File: config.mk
export PLATFORM = sky130hd
export DESIGN_NAME = c2d_ctrl
export DESIGN_NICKNAME = d
export VERILOG_FILES = /design/src/sv/c2d_pkg.sv /design/src/sv/c2d_ctrl.sv
export SDC_FILE = /design/constraint.sdc
export NUM_CORES = 1
export LEC_CHECK = 0
export ABC_CLOCK_PERIOD_IN_PS = 2750
export BUFFER_PORTS_ARGS = -buffer_cell sky130_fd_sc_hd__buf_4
export CAP_MARGIN = 0
export CORE_AREA = 5 5 42 44
export DETAILED_ROUTE_END_ITERATION = 16
export DIE_AREA = 0 0 47 49
export PLACE_DENSITY = 0.65
export SLEW_MARGIN = 30
export SYNTH_ARGS = -nofsm -noshare
export SYNTH_HDL_FRONTEND = slang
export SYNTH_SLANG_ARGS = --single-unit
File: constraint.sdc
create_clock -name i_clk -period 2.75 [get_ports i_clk]
set_clock_uncertainty 0.05 [all_clocks]
set_input_delay 0.275 -clock i_clk [delete_from_list [all_inputs] [get_ports i_clk]]
set_output_delay 0.275 -clock i_clk [all_outputs]
set_load 0.02 [all_outputs]
File: src/sv/c2d_pkg.sv
// shared types and constants for the convolution block
// no dependencies
package c2d_pkg;
    localparam int MaxInCh = 16;
    localparam int MaxOutCh = 16;
    localparam int MaxInDim = 32;
    localparam int MaxOutDim = 32;
    localparam int MaxKernel = 4;

    localparam logic [2:0] FUNC_LOAD_ACT = 3'd0;
    localparam logic [2:0] FUNC_LOAD_WGT = 3'd1;
    localparam logic [2:0] FUNC_LOAD_OUT = 3'd2;
    localparam logic [2:0] FUNC_COMPUTE = 3'd3;
    localparam logic [2:0] FUNC_READ = 3'd4;

    localparam logic [2:0] REG_IN_CH = 3'd0;
    localparam logic [2:0] REG_OUT_CH = 3'd1;
    localparam logic [2:0] REG_OUT_ROWS = 3'd2;
    localparam logic [2:0] REG_OUT_COLS = 3'd3;
    localparam logic [2:0] REG_KER_ROWS = 3'd4;
    localparam logic [2:0] REG_KER_COLS = 3'd5;
    localparam logic [2:0] REG_STR_ROWS = 3'd6;
    localparam logic [2:0] REG_STR_COLS = 3'd7;

    typedef enum logic [3:0] {
        ST_IDLE,
        ST_READ,
        ST_OUT_RD,
        ST_OUT_WAIT,
        ST_MAC_ISSUE,
        ST_MAC_DRAIN,
        ST_WRITE,
        ST_RESULT
    } t_state;

    // controller to datapath
    typedef struct packed {
        logic acc_load;   // load accumulator from output memory data
        logic mac_issue;  // present addresses for one tap
        logic writeback;  // write saturated sum
        logic out_rd;     // read output memory at current position
        logic err_clear;
        logic res_load;   // capture result beat
        logic res_is_read;
        logic res_is_comp;
    } t_cmd;

    // datapath to controller
    typedef struct packed {
        logic tap_last;   // last tap of the current output
        logic pos_last;   // last output position
        logic pos_empty;  // no output position at all
        logic tap_empty;  // no taps at all
        logic pipe_busy;  // mac pipeline holds taps
    } t_stat;
endpackage

File: src/sv/c2d_ctrl.sv
// controller state machine for the convolution block
// depends on c2d_pkg
module c2d_ctrl (
    input  logic          i_clk,
    input  logic          i_rst_n,
    input  logic          i_valid,
    input  logic [2:0]    i_func,
    input  logic          i_res_full,
    input  logic          i_res_take,
    input  c2d_pkg::t_stat i_stat,
    output c2d_pkg::t_cmd  o_cmd,
    output logic          o_ready
);
    c2d_pkg::t_state r_state, n_state;

    // state register
    always_ff @(posedge i_clk) begin
        if (!i_rst_n) begin
            r_state <= c2d_pkg::ST_IDLE;
        end else begin
            r_state <= n_state;
        end
    end

    // next state and commands
    always_comb begin
        n_state = r_state;
        o_cmd = '0;
        o_ready = 1'b0;
        unique case (r_state)
            c2d_pkg::ST_IDLE: begin
                // loads stream; a beat waits only for a free result slot
                o_ready = !i_res_full || i_res_take;
                if (i_valid && o_ready) begin
                    if (i_func == c2d_pkg::FUNC_COMPUTE) begin
                        o_cmd.err_clear = 1'b1;
                        n_state = c2d_pkg::ST_OUT_RD;
                    end else if (i_func == c2d_pkg::FUNC_READ) begin
                        n_state = c2d_pkg::ST_READ;
                    end else begin
                        o_cmd.res_load = 1'b1;
                    end
                end
            end
            c2d_pkg::ST_READ: begin
                // memory data arrives this cycle
                o_cmd.res_load = 1'b1;
                o_cmd.res_is_read = 1'b1;
                n_state = c2d_pkg::ST_IDLE;
            end
            c2d_pkg::ST_OUT_RD: begin
                if (i_stat.pos_empty) begin
                    n_state = c2d_pkg::ST_RESULT;
                end else begin
                    o_cmd.out_rd = 1'b1;
                    n_state = c2d_pkg::ST_OUT_WAIT;
                end
            end
            c2d_pkg::ST_OUT_WAIT: begin
                o_cmd.acc_load = 1'b1;
                n_state = i_stat.tap_empty ? c2d_pkg::ST_MAC_DRAIN : c2d_pkg::ST_MAC_ISSUE;
            end
            c2d_pkg::ST_MAC_ISSUE: begin
                o_cmd.mac_issue = 1'b1;
                if (i_stat.tap_last) begin
                    n_state = c2d_pkg::ST_MAC_DRAIN;
                end
            end
            c2d_pkg::ST_MAC_DRAIN: begin
                if (!i_stat.pipe_busy) begin
                    n_state = c2d_pkg::ST_WRITE;
                end
            end
            c2d_pkg::ST_WRITE: begin
                o_cmd.writeback = 1'b1;
                n_state = i_stat.pos_last ? c2d_pkg::ST_RESULT : c2d_pkg::ST_OUT_RD;
            end
            c2d_pkg::ST_RESULT: begin
                if (!i_res_full || i_res_take) begin
                    o_cmd.res_load = 1'b1;
                    o_cmd.res_is_comp = 1'b1;
                    n_state = c2d_pkg::ST_IDLE;
                end
            end
            default: n_state = c2d_pkg::ST_IDLE;
        endcase
    end
endmodule

Yosys cells after proc, flatten, opt, wreduce, memory -nomap -nowiden

Index checks and enable logic that the tools add are counted.

Bits in latches: 0
Input bits: 13
Bits in registers: 4
Memories: 0
Bits in read-only memories: 0
Output and inout bits: 9
RAM bits: 0
Logic and storage cells: 45

Equality and inequality tests: 14
Bitwise operators: 0
Magnitude comparators: 0
Shift operators: 0
Div/mod/pow operators: 0
Reduce and logical (&&, ||, !) cells: 5
Multipliers: 0
Multiplexer cells: 25
Add/sub/neg operators: 0

Operators with widths:

| operator                                       | number |
|---|---|
| one-hot mux 4 bit (7 select lines)             | 1 |
| 2-to-1 mux 4 bit                               | 6 |
| == test 4 x 3 -> 1 bit (second input constant) | 4 |
| 2-to-1 mux 1 bit                               | 14 |
| == test 4 x 2 -> 1 bit (second input constant) | 2 |
| != test 2 bit (second input constant)          | 4 |
| 2-to-1 mux 3 bit                               | 2 |
| AND reduction 5 bit                            | 1 |
| == test 4 x 1 -> 1 bit (second input constant) | 1 |
| logical NOT 4 bit                              | 1 |
| == test 3 x 2 -> 1 bit (second input constant) | 1 |
| == test 3 bit (second input constant)          | 1 |
| != test 3 bit (second input constant)          | 1 |
| one-hot mux 1 bit (3 select lines)             | 1 |
| 2-to-1 mux 2 bit                               | 1 |
| logical AND 1 bit                              | 1 |
| logical NOT 1 bit                              | 1 |
| logical OR 1 bit                               | 1 |

Logic depth before layout (Yosys ltp)

Word-level depth: 5
Depth in mapped cells: 6
Depth with buffers taken out: 5

Worst setup path after synthesis

No wires, ideal clock.

Kind: register to output
Start point: reg r_state[0]
End point: out o_cmd[2] in the netlist's numbering
Stages on the path, launching flop included: 6
Required time: 2,425 ps
Setup slack: 736 ps
Arrival: 1,689 ps
Buffers on the path: 1
Cell sequence: dfxtp_1 buf_6 or3_4 nor3b_2 a31oi_1 o32ai_1

RTL lines:

| element                | line           | RTL |
|---|---|---|
| from (decl)            | c2d_ctrl.sv:14 | `c2d_pkg::t_state r_state, n_state;` |
| from (signal assigned) | c2d_ctrl.sv:19 | `r_state <= c2d_pkg::ST_IDLE;` |
| from (signal assigned) | c2d_ctrl.sv:21 | `r_state <= n_state;` |
| to (decl)              | c2d_ctrl.sv:11 | `output c2d_pkg::t_cmd o_cmd,` |

==> summary.txt <==
status - completed
post-synthesis cell area - 370 µm²
clock root buffer - clkbuf_4
die area - 2300 µm²
yosys warns - 0
Routed Wire Length - 1050 µm
layout filler cell count - 160
min-delay src - i_rst_n
number of clock sinks - 3
PostCTS Resize Cnt - 0
Antenna Nets Post-Route - 0
worst vdd ir - 0.000381 V
RD Place Congestion - 0.740
hpwl dp - 804 µm
Port Buffer Count - 21
Tcrit/Tclk final - 83.0%
Worst Setup SP - r_state[0]
Top-Level Pins - 22
Cell Pwr Density - 890 nW/µm²
Util after Layout - 39.0%
Placed Cells - 88
r2r startpoint - r_state[0]
drt pass-1 iters - 4
Max Freq - 438 MHz
sequential fraction of the synthesis area - 16.2%
biggest regs - r_state x3
post-CTS setup buffer count - 0
Final Hold Fails - 0
largest net degree at the start of global routing - 19
total track usage - 10.4%
Starting Density - 26.4%
min Tclk post-route - 2280 ps
most frequent cells in the layout - 21 x buf_4, 7 x nand2_1, 6 x nor2_1
Tot Pwr - 0.487 mW
post-route cell area - 547 µm²
slowest CP cell - dfxtp_1
Worst EP arrival - 1960 ps
Horiz. Die Dim - 47 µm
die height - 49 µm
worst endpoint required time - 2420 ps
Finished Layout Cells - 92
setup TNS - 0 ps
Worst-Skew Late Latency - 230 ps
CTS tree - done
hold buffers post-CTS - 0
Hold Path Class - in2reg
Max Buffers Root-to-Sink - 2
# setup viols final - 0
nature of the critical path startpoint - register
critical path cell sequence - or3_4 -> nor3b_2 -> a31oi_1 -> o32ai_1 -> buf_4
#FFs+latches synth - 3
Slew headroom - 65.7%
max-slew violations - 0
commonest non-fill, non-tap cell in the layout - buf_4
Setup Crit Path Kind - reg2out
cts bufs inserted - 3
worst setup margin - 468 ps
Synth-to-Final Area Change - 47.6%
Crit Path Max Fanout - 18
synthesized instance count - 56
area of placed instances - 520 µm²
max-cap viol count - 0
number of distinct library cells after synthesis - 28
Crit. End Element - output pin
pre-CTS WS - 714 ps
nets - 90
max reg flops - 3
Worst Hold Slack - 282 ps
DR vias/cell - 5.27
worst slew pin tran - 513 ps
via count of the routed design - 485
site row count - 14
first-pass GRT wire length - 1810 µm
average cell area after synthesis - 6.61 µm²
Top reg by flops - r_state
diodes inserted - 0
core box area - 1400 µm²
H-tree depth - 1
net count after synthesis - 69
static leakage - 0.229 nW
largest stage delay on the critical path - 450 ps
# DRC - 0
initial DRC count - 11
RSZ-0062 raised after global routing - false
Avg WL per Cell - 11.5 µm
initial antenna violation count - 0
grt ovf - 0
vias in the first global route - 453
layout cell share with drive strength beyond 1 - 34.2%
clock slew at reported path FFs - 40 ps
where the power goes:
group          leakage (nW)  internal, mW  total, mW  switching, mW
logic                 0.190         0.147      0.289          0.142
registers            0.0246        0.0596      0.121         0.0613
clock network        0.0150        0.0543     0.0763         0.0220
total                 0.229         0.261      0.487          0.225
worst max-delay path: cells and delay by family, from the launching register on:
kind / cells / cell delay (ps)
AND/OR/NAND/NOR: 2 / 710
buffers and inverters: 1 / 190
AO/OA/AOI/OAI: 2 / 370
flip-flops: 1 / 450
synth_stat cells:
library cell  count  area [µm²]
mux2i_1           1        10.0
a21boi_0          1        7.51
a211oi_1          1        7.51
dfxtp_1           3        60.1
nor3b_1           3        22.5
clkbuf_1          3        11.3
nor2_1            6        22.5
a31oi_1           2        12.5
or3_1             2        12.5
o2111ai_1         1        8.76
nand2_1           7        26.3
nand2b_1          1        6.26
nor3b_2           1        12.5
o21bai_1          1        7.51
nor4b_1           1        8.76
buf_6             1        11.3
o32ai_1           1        8.76
a22o_1            1        8.76
buf_2             1        5.00
o21ai_0           3        15.0
nor3_1            3        15.0
o21a_1            1        7.51
a21oi_1           5        25.0
nor2b_1           1        6.26
inv_1             2        7.51
nand3b_1          1        7.51
or3_4             1        11.3
o21ai_1           1        5.00
final timing paths:
check | to | slack (ps) | cells after the start
min reg2reg | r_state[1] | 630 | 2
min | r_state[1] | 280 | 2
max | o_cmd[2] | 470 | 5
max reg2reg | r_state[0] | 1080 | 5
final cells by class:
class | instances | area, µm² | share of cell area (%)
flip-flops and latches | 3 | 60.1 | 11.0
multi-input cells | 46 | 275 | 50.3
repair buffers | 21 | 158 | 28.8
inverters | 2 | 7.51 | 1.37
clock buffers | 4 | 26.3 | 4.81
well taps | 16 | 20.0 | 3.66
per-layer routing:
layer  wire [µm]  global-route usage [%]  vias to the layer above  share of wire, %
li1            -                       -                      242                 -
met1         450                    12.7                      217                43
met2         465                    14.9                       24                44
met3         125                    4.43                        2                12
met4          14                    5.53                        0               1.3
met5           0                       0                        -                 0
kinds of logic after synthesis:
| group | after synthesis | synth area share, % |
|---|---|---|
| muxes | 1 | 2.70 |
| and+or+nand+nor | 27 | 40.9 |
| DFF | 3 | 16.2 |
| buffers and inverters | 7 | 9.46 |
| AOI/OAI and AO/OA | 18 | 30.7 |
No activity file was read; power rests on OpenSTA's default activity.
